===== src/rtl/srtf_pkg.sv =====
// ----------------------------------------------------------------------------
// srtf_pkg
// Shared constants, field layout and controller/datapath handshake types for
// the shortest-remaining-time-first tick scheduler.
// ----------------------------------------------------------------------------
package srtf_pkg;

   localparam int SLOTS_DEF     = 8;
   localparam int TIME_BITS_DEF = 16;

   localparam int SLOT_FLD_W = 3;
   localparam int ARR_W      = 16;
   localparam int BUR_W      = 16;
   localparam int LEFT_W     = 16;
   localparam int TICK_W     = 16;

   localparam int REQ_DATA_W = 40;
   localparam int RSP_DATA_W = 40;

   localparam int REQ_SLOT_LSB = 0;
   localparam int REQ_ARR_LSB  = REQ_SLOT_LSB + SLOT_FLD_W;
   localparam int REQ_BUR_LSB  = REQ_ARR_LSB + ARR_W;

   localparam int RSP_BITS = TICK_W + 1 + SLOT_FLD_W + 3 + LEFT_W;

   localparam logic REQ_LOAD = 1'b0;
   localparam logic REQ_TICK = 1'b1;

   typedef struct packed {
      logic load_wr;
      logic tick_start;
      logic scan_go;
      logic commit;
   } ctrl_cmd_type;

   typedef struct packed {
      logic scan_done;
      logic out_free;
   } dp_stat_type;

endpackage


===== src/rtl/srtf_ctrl.sv =====
// ----------------------------------------------------------------------------
// srtf_ctrl
// Sequencer: accepts a transaction, issues a load write or runs the slot scan and commits the pick.
// ----------------------------------------------------------------------------
module srtf_ctrl (
   input  logic                  clock,
   input  logic                  reset,
   input  logic                  req_tvalid,
   output logic                  req_tready,
   input  logic                  req_tuser,
   input  srtf_pkg::dp_stat_type stat,
   output srtf_pkg::ctrl_cmd_type cmd
);

   localparam logic [1:0] S_IDLE   = 2'd0;
   localparam logic [1:0] S_SCAN   = 2'd1;
   localparam logic [1:0] S_COMMIT = 2'd2;

   logic [1:0] state_ff;
   logic [1:0] state_in;
   logic       accept;

   assign req_tready = (state_ff == S_IDLE);
   assign accept     = req_tvalid && req_tready;

   always_comb begin
      state_in        = state_ff;
      cmd.load_wr     = 1'b0;
      cmd.tick_start  = 1'b0;
      cmd.scan_go     = 1'b0;
      cmd.commit      = 1'b0;
      case (state_ff)
         S_IDLE: begin
            if (accept) begin
               if (req_tuser == srtf_pkg::REQ_TICK) begin
                  cmd.tick_start = 1'b1;
                  state_in       = S_SCAN;
               end else begin
                  cmd.load_wr = 1'b1;
               end
            end
         end
         S_SCAN: begin
            cmd.scan_go = 1'b1;
            if (stat.scan_done) begin
               state_in = S_COMMIT;
            end
         end
         S_COMMIT: begin
            if (stat.out_free) begin
               cmd.commit = 1'b1;
               state_in   = S_IDLE;
            end
         end
         default: begin
            state_in = S_IDLE;
         end
      endcase
   end

   always_ff @(posedge clock) begin
      if (reset) begin
         state_ff <= S_IDLE;
      end else begin
         state_ff <= state_in;
      end
   end

endmodule


===== src/rtl/srtf_dpath.sv =====
// ----------------------------------------------------------------------------
// srtf_dpath
// Slot memory, per-slot flags, scan pipeline with running minimum, time
// counter and result register.
// ----------------------------------------------------------------------------
module srtf_dpath #(
   parameter int SLOTS     = srtf_pkg::SLOTS_DEF,
   parameter int TIME_BITS = srtf_pkg::TIME_BITS_DEF
) (
   input  logic                               clock,
   input  logic                               reset,
   input  srtf_pkg::ctrl_cmd_type             cmd,
   output srtf_pkg::dp_stat_type              stat,
   input  logic [srtf_pkg::SLOT_FLD_W-1:0]    ld_slot,
   input  logic [srtf_pkg::ARR_W-1:0]         ld_arrival,
   input  logic [srtf_pkg::BUR_W-1:0]         ld_burst,
   output logic                               rsp_tvalid,
   input  logic                               rsp_tready,
   output logic [srtf_pkg::RSP_DATA_W-1:0]    rsp_tdata
);

   localparam int SLOT_W = (SLOTS > 1) ? $clog2(SLOTS) : 1;
   localparam int CMP_W  = (TIME_BITS > srtf_pkg::ARR_W) ? TIME_BITS : srtf_pkg::ARR_W;
   localparam int MEM_W  = srtf_pkg::ARR_W + srtf_pkg::BUR_W + srtf_pkg::LEFT_W;
   localparam logic [SLOT_W-1:0] LAST_IDX = SLOT_W'(SLOTS - 1);

   // entry layout: {arrival, burst, left}
   logic [MEM_W-1:0]           job_mem [SLOTS];
   logic [MEM_W-1:0]           rd_data_ff;
   logic                       wr_en;
   logic [SLOT_W-1:0]          wr_addr;
   logic [MEM_W-1:0]           wr_data;

   logic [SLOTS-1:0]           loaded_ff;
   logic [SLOTS-1:0]           ready_ff;
   logic [SLOTS-1:0]           started_ff;

   logic [SLOT_W-1:0]          cnt_ff;
   logic                       issue_ff;
   logic                       ev_valid_ff;
   logic [SLOT_W-1:0]          ev_idx_ff;

   logic                       best_valid_ff;
   logic [SLOT_W-1:0]          best_idx_ff;
   logic [srtf_pkg::LEFT_W-1:0] best_left_ff;
   logic [srtf_pkg::ARR_W-1:0] best_arr_ff;
   logic [srtf_pkg::BUR_W-1:0] best_bur_ff;
   logic                       best_first_ff;

   logic [TIME_BITS-1:0]       now_ff;
   logic                       last_valid_ff;
   logic [SLOT_W-1:0]          last_idx_ff;

   logic                       rsp_valid_ff;
   logic [srtf_pkg::RSP_BITS-1:0] rsp_bits_ff;
   logic [srtf_pkg::RSP_BITS-1:0] rsp_bits_in;

   logic [srtf_pkg::ARR_W-1:0] ev_arr;
   logic [srtf_pkg::BUR_W-1:0] ev_bur;
   logic [srtf_pkg::LEFT_W-1:0] ev_left;
   logic                       ev_arrive;
   logic [srtf_pkg::LEFT_W-1:0] cand_left;
   logic                       cand_ok;
   logic                       cand_win;
   logic                       ld_in_range;
   logic [SLOT_W-1:0]          ld_idx;
   logic [srtf_pkg::LEFT_W-1:0] new_left;
   logic                       switched;

   assign ev_arr  = rd_data_ff[MEM_W-1 -: srtf_pkg::ARR_W];
   assign ev_bur  = rd_data_ff[srtf_pkg::LEFT_W +: srtf_pkg::BUR_W];
   assign ev_left = rd_data_ff[srtf_pkg::LEFT_W-1:0];

   assign ev_arrive = ev_valid_ff && loaded_ff[ev_idx_ff] && !ready_ff[ev_idx_ff]
                      && (CMP_W'(ev_arr) <= CMP_W'(now_ff));
   assign cand_left = ev_arrive ? ev_bur : ev_left;
   assign cand_ok   = ev_valid_ff && (ready_ff[ev_idx_ff] || ev_arrive)
                      && (cand_left != '0);
   assign cand_win  = cand_ok && (!best_valid_ff || (cand_left < best_left_ff));

   assign ld_in_range = (int'(ld_slot) < SLOTS);
   assign ld_idx      = SLOT_W'(ld_slot);
   assign new_left    = best_left_ff - srtf_pkg::LEFT_W'(1);
   assign switched    = !last_valid_ff || (best_idx_ff != last_idx_ff);

   assign stat.scan_done = ev_valid_ff && (ev_idx_ff == LAST_IDX) && !issue_ff;
   assign stat.out_free  = !rsp_valid_ff || rsp_tready;

   // single write port
   always_comb begin
      wr_en   = 1'b0;
      wr_addr = ev_idx_ff;
      wr_data = {ev_arr, ev_bur, ev_bur};
      if (cmd.load_wr) begin
         wr_en   = ld_in_range;
         wr_addr = ld_idx;
         wr_data = {ld_arrival, ld_burst, srtf_pkg::LEFT_W'(0)};
      end else if (cmd.commit) begin
         wr_en   = best_valid_ff;
         wr_addr = best_idx_ff;
         wr_data = {best_arr_ff, best_bur_ff, new_left};
      end else if (cmd.scan_go) begin
         wr_en = ev_arrive;
      end
   end

   always_ff @(posedge clock) begin
      if (wr_en) begin
         job_mem[wr_addr] <= wr_data;
      end
      rd_data_ff <= job_mem[cnt_ff];
   end

   always_comb begin
      if (best_valid_ff) begin
         rsp_bits_in = {new_left, switched, (new_left == '0), best_first_ff,
                        srtf_pkg::SLOT_FLD_W'(best_idx_ff), 1'b1,
                        srtf_pkg::TICK_W'(now_ff)};
      end else begin
         rsp_bits_in = {{(srtf_pkg::RSP_BITS - srtf_pkg::TICK_W){1'b0}},
                        srtf_pkg::TICK_W'(now_ff)};
      end
   end

   // control state
   always_ff @(posedge clock) begin
      if (reset) begin
         loaded_ff     <= '0;
         ready_ff      <= '0;
         started_ff    <= '0;
         cnt_ff        <= '0;
         issue_ff      <= 1'b0;
         ev_valid_ff   <= 1'b0;
         best_valid_ff <= 1'b0;
         now_ff        <= '0;
         last_valid_ff <= 1'b0;
         rsp_valid_ff  <= 1'b0;
      end else begin
         if (rsp_valid_ff && rsp_tready) begin
            rsp_valid_ff <= 1'b0;
         end
         if (cmd.load_wr && ld_in_range) begin
            loaded_ff[ld_idx]  <= 1'b1;
            ready_ff[ld_idx]   <= 1'b0;
            started_ff[ld_idx] <= 1'b0;
         end
         if (cmd.tick_start) begin
            cnt_ff        <= '0;
            issue_ff      <= 1'b1;
            ev_valid_ff   <= 1'b0;
            best_valid_ff <= 1'b0;
         end
         if (cmd.scan_go) begin
            ev_valid_ff <= issue_ff;
            if (issue_ff) begin
               if (cnt_ff == LAST_IDX) begin
                  issue_ff <= 1'b0;
               end else begin
                  cnt_ff <= cnt_ff + SLOT_W'(1);
               end
            end
            if (ev_arrive) begin
               ready_ff[ev_idx_ff] <= 1'b1;
            end
            if (cand_win) begin
               best_valid_ff <= 1'b1;
            end
         end
         if (cmd.commit) begin
            ev_valid_ff  <= 1'b0;
            rsp_valid_ff <= 1'b1;
            if (now_ff != '1) begin
               now_ff <= now_ff + TIME_BITS'(1);
            end
            if (best_valid_ff) begin
               started_ff[best_idx_ff] <= 1'b1;
               last_valid_ff           <= 1'b1;
            end
         end
      end
   end

   // payload
   always_ff @(posedge clock) begin
      if (cmd.scan_go) begin
         ev_idx_ff <= cnt_ff;
         if (cand_win) begin
            best_idx_ff   <= ev_idx_ff;
            best_left_ff  <= cand_left;
            best_arr_ff   <= ev_arr;
            best_bur_ff   <= ev_bur;
            best_first_ff <= !started_ff[ev_idx_ff];
         end
      end
      if (cmd.commit) begin
         rsp_bits_ff <= rsp_bits_in;
         if (best_valid_ff) begin
            last_idx_ff <= best_idx_ff;
         end
      end
   end

   assign rsp_tvalid = rsp_valid_ff;
   assign rsp_tdata  = srtf_pkg::RSP_DATA_W'(rsp_bits_ff);

endmodule


===== src/rtl/srtf_tick_scheduler_top.sv =====
// ----------------------------------------------------------------------------
// srtf_tick_scheduler_top
// Preemptive shortest-remaining-time-first scheduler over a table of job slots.
// ----------------------------------------------------------------------------
// A load transaction (tuser 0) writes a slot's arrival and burst and returns
// nothing; a slot index of SLOTS or more is dropped. A tick transaction
// (tuser 1) scans every slot through the registered read port of the slot
// memory, one slot per cycle, promoting arrived jobs and tracking the least
// nonzero remaining time, then commits the pick into the result register and
// advances the saturating time counter. The next transaction is accepted in
// the cycle after the commit, so a tick is not overlapped with the next
// transaction; one result per tick, idle ticks included. The next transaction
// is taken while a result still waits on rsp_tready.
module srtf_tick_scheduler_top #(
   parameter int SLOTS     = srtf_pkg::SLOTS_DEF,
   parameter int TIME_BITS = srtf_pkg::TIME_BITS_DEF
) (
   input  logic                            clock,
   input  logic                            reset,
   input  logic                            req_tvalid,
   output logic                            req_tready,
   // slot[2:0], arrival_time[18:3], burst_time[34:19], zero pad
   input  logic [srtf_pkg::REQ_DATA_W-1:0] req_tdata,
   // req_type[0]
   input  logic                            req_tuser,
   output logic                            rsp_tvalid,
   input  logic                            rsp_tready,
   // tick_time[15:0], busy_res[16], running_slot[19:17], first_run[20],
   // finished[21], switched[22], remaining_after[38:23], zero pad
   output logic [srtf_pkg::RSP_DATA_W-1:0] rsp_tdata
);

   srtf_pkg::ctrl_cmd_type cmd;
   srtf_pkg::dp_stat_type  stat;

   srtf_ctrl u_ctrl (
      .clock      (clock),
      .reset      (reset),
      .req_tvalid (req_tvalid),
      .req_tready (req_tready),
      .req_tuser  (req_tuser),
      .stat       (stat),
      .cmd        (cmd)
   );

   srtf_dpath #(
      .SLOTS     (SLOTS),
      .TIME_BITS (TIME_BITS)
   ) u_dpath (
      .clock      (clock),
      .reset      (reset),
      .cmd        (cmd),
      .stat       (stat),
      .ld_slot    (req_tdata[srtf_pkg::REQ_SLOT_LSB +: srtf_pkg::SLOT_FLD_W]),
      .ld_arrival (req_tdata[srtf_pkg::REQ_ARR_LSB +: srtf_pkg::ARR_W]),
      .ld_burst   (req_tdata[srtf_pkg::REQ_BUR_LSB +: srtf_pkg::BUR_W]),
      .rsp_tvalid (rsp_tvalid),
      .rsp_tready (rsp_tready),
      .rsp_tdata  (rsp_tdata)
   );

endmodule


===== config.mk =====
export PLATFORM = sky130hd
export DESIGN_NAME = srtf_tick_scheduler_top
export DESIGN_NICKNAME = d
export VERILOG_FILES = /design/src/rtl/srtf_pkg.sv /design/src/rtl/srtf_ctrl.sv /design/src/rtl/srtf_dpath.sv /design/src/rtl/srtf_tick_scheduler_top.sv
export SDC_FILE = /design/constraint.sdc
export NUM_CORES = 1
export LEC_CHECK = 0
export ABC_CLOCK_PERIOD_IN_PS = 8700
export BUFFER_PORTS_ARGS = -buffer_cell sky130_fd_sc_hd__buf_4
export CELL_PAD_IN_SITES_DETAIL_PLACEMENT = 1
export CELL_PAD_IN_SITES_GLOBAL_PLACEMENT = 1
export CORE_UTILIZATION = 50
export DETAILED_ROUTE_END_ITERATION = 10
export GPL_ROUTABILITY_DRIVEN = 0
export GPL_TIMING_DRIVEN = 0
export MAX_ROUTING_LAYER = met4
export PLACE_DENSITY_LB_ADDON = 0.15
export SYNTH_ARGS = -nofsm -noshare
export SYNTH_HDL_FRONTEND = slang
export SYNTH_SLANG_ARGS = --single-unit

===== constraint.sdc =====
create_clock -name clock -period 8.7 [get_ports clock]
set_input_delay 0.435 -clock clock [delete_from_list [all_inputs] [get_ports clock]]
set_output_delay 0.435 -clock clock [all_outputs]
set_load 0.005 [all_outputs]

Word-level counts from Yosys, hierarchy flattened
Memory sizes are Yosys's and may differ from the RTL's. A register that Yosys moved wholly into a read port is not among the register bits.
Index checks and enable logic that the tools add are counted.
{"block": "word_totals", "ram_bits": 384, "wordCells": 139, "mem_count": 1, "reg_bits": 147}
{"memory": "u_dpath.job_mem", "words": 8, "word_bits": 48, "rd": 1, "rd_clocked_by_memory_dff": 1, "wr": 1, "line": "srtf_dpath.sv:28", "text": "logic [MEM_W-1:0] job_mem [SLOTS];"}
{"block": "op_classes", "bitwise_logic": 6, "mux": 58, "magnitude_cmp": 8, "n_eq_ne": 10, "reduce_logical": 33, "add_sub_neg": 3}
{"op": "$mux 48", "n": 2}
{"op": "$mux 8", "n": 8}
{"op": "$mux 1", "n": 27}
{"op": "$or 8x8->8", "n": 3}
{"op": "$mux 3", "n": 6}
{"op": "$mux 17", "n": 1}
{"op": "$add 16x1->16 const B", "n": 1}
{"op": "$and 8x8->8", "n": 2}
{"op": "$le 16x16->1", "n": 1}
{"op": "$logic_not 16->1", "n": 1}
{"op": "$lt 16x16->1", "n": 1}
{"op": "$mux 16", "n": 1}
{"op": "$ne 16x16->1 const B", "n": 1}
{"op": "$reduce_bool 16->1", "n": 1}
{"op": "$sub 16x1->16 const B", "n": 1}
{"op": "$logic_and 1x1->1", "n": 13}
{"op": "$lt 3x4->1 const B", "n": 3}
{"op": "$mux 2", "n": 6}
{"op": "$bmux 1 s3", "n": 3}
{"op": "$demux 1 s3", "n": 3}
{"op": "$ge 3x1->1 const B", "n": 3}
{"op": "$ne 2x2->1 const B", "n": 4}
{"op": "$not 8->8", "n": 1}
{"op": "$eq 3x3->1 const B", "n": 2}
{"op": "12 further kinds", "n": 23}

Logic depth before layout (Yosys ltp)
{"block": "depth", "ltp_word": 11, "ltp_mapped": 17, "ltp_nobuf": 16}

Cells and area by module
Synthesis repeated with hierarchy kept, for this count alone.
{"block": "unflattened", "hier_cells": 1373, "hier_area_um2": 23080.9}
{"mod": "srtf_dpath", "seq_area_each_um2": 16365.7, "instances": 1, "cells_per_inst": 1358, "area_each_um2": 22952.0}
{"mod": "srtf_ctrl", "seq_area_each_um2": 40.0, "instances": 1, "cells_per_inst": 15, "area_each_um2": 128.9}

Worst setup path before layout
Ideal clock, no wire load.
{"block": "synth_path", "path_kind": "reg2reg", "start": "reg u_dpath.now_ff[14]", "end": "reg u_dpath.best_arr_ff[0] (netlist name), enable pin", "setup_time_ns": 0.493, "t_required_ns": 8.207, "arrival_time_ns": 5.946, "setup_slack_ns": 2.261, "synth_period_minus_slack_ns": 6.439, "stages_incl_launch_ff": 15, "path_cell_list": "dfxtp_1 > inv_1 > ha_1 > nand4_2 > nor4_2 > and4_1 > a31oi_4 > nor2_2 > buf_2 > mux2_2 > ha_1 > a2111oi_0 > nand3_1 > a211o_1 > a31oi_1"}
{"block": "synth_between", "elab_chain_cells": 7, "elab_cells_between_ends": 11, "classes_between": "order compare (2); mux (1); reduce/logical (8)"}
{"item": "from (decl)", "line": "srtf_dpath.sv:50", "text": "logic [TIME_BITS-1:0] now_ff;"}
{"item": "from (signal assigned)", "line": "srtf_dpath.sv:173", "text": "now_ff <= now_ff + TIME_BITS'(1);"}
{"item": "$le 16x16->1 (*)", "line": "srtf_dpath.sv:75", "text": "&& (CMP_W'(ev_arr) <= CMP_W'(now_ff));"}
{"item": "$logic_and 1x1->1 (*)", "line": "srtf_dpath.sv:75"}
{"item": "$mux 16 (*)", "line": "srtf_dpath.sv:76", "text": "assign cand_left = ev_arrive ? ev_bur : ev_left;"}
{"item": "net u_dpath.cand_left (one bit)", "line": "srtf_dpath.sv:62", "text": "logic [srtf_pkg::LEFT_W-1:0] cand_left;"}
{"item": "$lt 16x16->1 / $reduce_bool 16->1 (equally long branches)", "line": "srtf_dpath.sv:79, srtf_dpath.sv:78"}
{"item": "$logic_or 1x1->1 / $logic_and 1x1->1 (equally long branches)", "line": "srtf_dpath.sv:79, srtf_dpath.sv:78"}
{"item": "$logic_and 1x1->1 (*)", "line": "srtf_dpath.sv:79", "text": "assign cand_win = cand_ok && (!best_valid_ff || (cand_left < best_left_ff));"}
{"item": "$reduce_and 2->1 (no line) (*)"}
{"item": "to (signal assigned)", "line": "srtf_dpath.sv:190", "text": "best_arr_ff <= ev_arr;"}
{"item": "to (decl)", "line": "srtf_dpath.sv:46", "text": "logic [srtf_pkg::ARR_W-1:0] best_arr_ff;"}
Mark *: on every way through the listed nets, which the timed path passes. The rest lies on a longest branch.
A chain may end at the register's enable or synchronous reset.

Worst setup path in the final report
{"block": "layout_path", "start": "reg u_dpath.now_ff[13]", "end": "reg u_dpath.best_bur_ff[11] (netlist name), enable pin"}
{"block": "layout_between", "elab_chain_cells": 7, "elab_cells_between_ends": 11, "classes_between": "order compare (2); mux (1); reduce/logical (8)"}
{"item": "$le 16x16->1 (*)", "line": "srtf_dpath.sv:75"}
{"item": "$logic_and 1x1->1 (*)", "line": "srtf_dpath.sv:75"}
{"item": "$mux 16 (*)", "line": "srtf_dpath.sv:76"}
{"item": "net u_dpath.cand_left (one bit)", "line": "srtf_dpath.sv:62"}
{"item": "$lt 16x16->1 / $reduce_bool 16->1 (equally long branches)", "line": "srtf_dpath.sv:79, srtf_dpath.sv:78"}
{"item": "$logic_or 1x1->1 / $logic_and 1x1->1 (equally long branches)", "line": "srtf_dpath.sv:79, srtf_dpath.sv:78"}
{"item": "$logic_and 1x1->1 (*)", "line": "srtf_dpath.sv:79"}
{"item": "$reduce_and 2->1 (no line) (*)"}
{"item": "to (signal assigned)", "line": "srtf_dpath.sv:191", "text": "best_bur_ff <= ev_bur;"}
{"item": "to (decl)", "line": "srtf_dpath.sv:47", "text": "logic [srtf_pkg::BUR_W-1:0] best_bur_ff;"}
Marked as above.

==> flow_summary.toml <==
[power_and_ir_drop]
powerDensity_mw_per_mm2 = 218
total_leakage_power_nw = 8.80
finalPower_mw = 5.86
vdd_drop_max_mv = 0.217

[clocking]
cts_sinks = 579
cts_root_buf = "clkbuf_16"
cts_tree = "built"
post_cts_buffers = 0
htreeDepth = 2
cts_resized = 0
clkSlewWorstSetupHoldPaths_ns = 0.06
cts_max_path_buffers = 3
hold_buffers = 0
insertion_delay_ns = 0.62
numCtsBuffers = 59

[floorplan]
io_pins = 87
start_util_pct = 50.8
die_area_mm2 = 0.0469
fp.coreArea_mm2 = 0.0454
die_w_um = 217
rows = 78
die_y_um = 217

[layout]
fin_util_pct = 59.1
syn2layout_area_growth_pct = 16.4
drive_gt1_share_pct = 24.8
mostFrequentLayoutCells = "481 x edfxtp_1, 106 x nor2_1, 104 x nand2_1, 98 x mux4_2, 98 x dfxtp_1"
multi_input_area_mm2 = 0.00624
final_common_cell = "edfxtp_1"
fin_area_mm2 = 0.0268
final_cell_count_no_fill = 2201
regArea_mm2 = 0.0164
nNetsFinal = 1631
fillers = 4074

[synth]
ys_seq_area_share_pct = 71.2
synth_enable_flop_cells = 481
ys.warnings.count = 0
synth_top_flop_cell = "edfxtp_1"
syn_area_mm2 = 0.0230
ys_ff_latch = 579
synth_top_area_share_pct = 62.7
synth_cell_types = 72
async_reset_ff_share_pct = 0
synthTopCellsByArea = "edfxtp_1 63%, mux4_2 9.6%, dfxtp_1 8.5%"
syn-mean-instance-area_um2 = 16.6
yosys.area.top_type = "edfxtp_1"
synth_cells = 1390
synth.net_count = 1471

[job]
maxCapViolCount = 0

[routing]
drt_iter0_markers = 1104
wl_per_cell_um = 26.2
drt-total-wl_um = 57700
via_count = 12900
ant_nets = 0
viasPerCell = 5.86
first_pass_iters = 5
drc = 0

[place]
dp_hpwl_um = 38700
portBuffers = 80
placed_area_mm2 = 0.0249
dp_cells = 2089

[sta]
finalCriticalPeriod_ns = 5.58
setup_viol = 0
final_hold_viol_count = 0
max_freq_ghz = 0.179
tightest_slew_ns = 1.21
rsz0062_at_grt = "false"
setup_tns_ns = 0
fin_skew_ns = 0.0183
fin_crit_sh_pct = 64.1
slew_violations = 0
relSlewSlack_pct = 18.3

[status]
status = "finished, final reports clean"

[worst_setup_path]
rr_startpoint = "u_dpath.now_ff[13]$_SDFFE_PP0P_"
critical_path_class = "reg -> reg"
ff2ff_path_depth = 16
worstSetupEndpointType = "register"
critPathLaunchType = "register"
rrSetupSlack_ns = 3.12
worstPathArrival_ns = 5.91
required_ns = 9.03
worstPathMaxFanout = 19
r2r_end = "u_dpath.best_bur_ff[11]$_DFFE_PP_"

[global_route]
grt_max_degree = 26
track_usage_pct = 26.0
grt_antenna_before_repair = 1
grt_pass1_vias = 13700
grt_overflow = 0
grt_pass1_wl_um = 86200

[min_path]
hold_path_depth = 4
hp-class = "in -> reg"
hp-start = "reset"
hold_path_end = "u_dpath.ready_ff[5]$_SDFF_PP0_"
[how the worst max path moves through the flow]
stage	from	to	cells after the start
6_report	u_dpath.now_ff[13]$_SDFFE_PP0P_	u_dpath.best_bur_ff[11]$_DFFE_PP_	16
5_1_grt	u_dpath.now_ff[13]$_SDFFE_PP0P_	u_dpath.best_arr_ff[3]$_DFFE_PP_	16
2_1_floorplan	u_dpath.now_ff[14]$_SDFFE_PP0P_	u_dpath.best_arr_ff[0]$_DFFE_PP_	14
3_3_place_gp	u_dpath.now_ff[13]$_SDFFE_PP0P_	u_dpath.best_bur_ff[8]$_DFFE_PP_	15
3_5_place_dp	u_dpath.now_ff[13]$_SDFFE_PP0P_	u_dpath.best_bur_ff[8]$_DFFE_PP_	16
4_1_cts	u_dpath.now_ff[13]$_SDFFE_PP0P_	u_dpath.best_bur_ff[9]$_DFFE_PP_	16
[cell families after synthesis]
| kind of cell | count (synthesis) | share of synthesized area (%) |
|---|---|---|
| compound gates | 136 | 3.90 |
| xor+xnor | 29 | 1.10 |
| fa+ha+maj | 36 | 1.96 |
| buf+inv | 111 | 2.02 |
| flops | 579 | 71.2 |
| mux | 167 | 12.9 |
| other cells | 1 | 0.0163 |
| simple gates | 331 | 6.86 |
[flip-flops by register name (all words and copies together), names as in the netlist]
signal,flops
u_dpath.ev_valid_ff,1
u_dpath.rd_data_ff,48
u_dpath.rsp_tvalid,1
u_dpath.best_valid_ff,1
u_dpath.now_ff,16
u_dpath.best_idx_ff,3
u_dpath.started_ff,8
u_dpath.job_mem,384
u_dpath.best_arr_ff,16
u_dpath.loaded_ff,8
u_dpath.ready_ff,8
u_dpath.last_idx_ff,3
u_dpath.best_first_ff,1
u_dpath.rsp_bits_ff,39
u_ctrl.state_ff,2
u_dpath.issue_ff,1
u_dpath.cnt_ff,3
u_dpath.last_valid_ff,1
u_dpath.best_left_ff,16
u_dpath.best_bur_ff,16
u_dpath.ev_idx_ff,3
[layer usage]
| metal | up-vias | wire [um] | track usage [%] |
|---|---|---|---|
| li1 | 5717 | - | - |
| met4 | 0 | 1180 | 7.32 |
| met2 | 408 | 27700 | 41.1 |
| met1 | 6688 | 25000 | 34.6 |
| met3 | 90 | 3810 | 5.02 |
| met5 | - | 0 | - |
[cell usage after synthesis, types with 2 or more instances]
library cell  count
nand3_1          25
nor3_1            7
a211oi_1         14
nand2_1         104
mux2_2           63
inv_1            44
nor2b_1           5
buf_1            10
a31oi_1          38
nand4_1          16
o211ai_1          2
nand2b_1          8
nor3b_1           3
or2_2             2
xnor2_1          28
buf_6             2
nand3b_1          5
mux4_2           98
nor2_1          114
edfxtp_1        481
a22oi_1           2
clkbuf_1         40
nand2b_4          2
dfxtp_1          98
buf_2             9
o31ai_1           5
and4_1            3
nor4_2            2
o31ai_2           2
or3_1             2
buf_4             3
and2_1            6
o21ai_0          13
a21oi_1          39
nor4_1           14
a21o_1            5
ha_1             36
mux2i_1           6
[area by class of cell]
class	count	area share, %
Sequential cell	579	61.2
Multi-Input combinational cell	700	23.3
Clock buffer	82	6.29
Timing Repair Buffer	99	3.74
Tap cell	600	2.80
Buffer	65	1.10
Clock inverter	29	0.943
Inverter	46	0.644
Antenna cell	1	0.00934
[stage by stage]
stage	setup slack, ns	hold WS [ns]
CTS	3.08	0.161
global route	2.78	0.189
finish	3.12	0.190
floorplan	2.26	0.408
global placement	-0.845	0.418
detailed placement	3.09	0.418
[power by group]
| group | switching, mW | leakage [nW] | internal (mW) |
|---|---|---|---|
| Combinational | 0.161 | 2.68 | 0.0808 |
| Clock | 1.05 | 0.960 | 1.47 |
| Sequential | 0.0223 | 5.17 | 3.07 |
[critical path, stage by stage, from the launching register on]
cell       delay (ns)
dfxtp_1          0.47
inv_1            0.12
ha_1             0.33
nand4_2          0.14
nor4_2           0.31
and4_1           0.27
a31oi_4          0.07
nor2_2           0.41
buf_2            0.33
mux2_2           0.40
ha_1             0.29
a2111oi_0        0.57
nand3_1          0.14
a211o_1          0.28
a31oi_4          0.68
buf_12           0.28
buf_16           0.18
(Power assumes the default switching activity.)
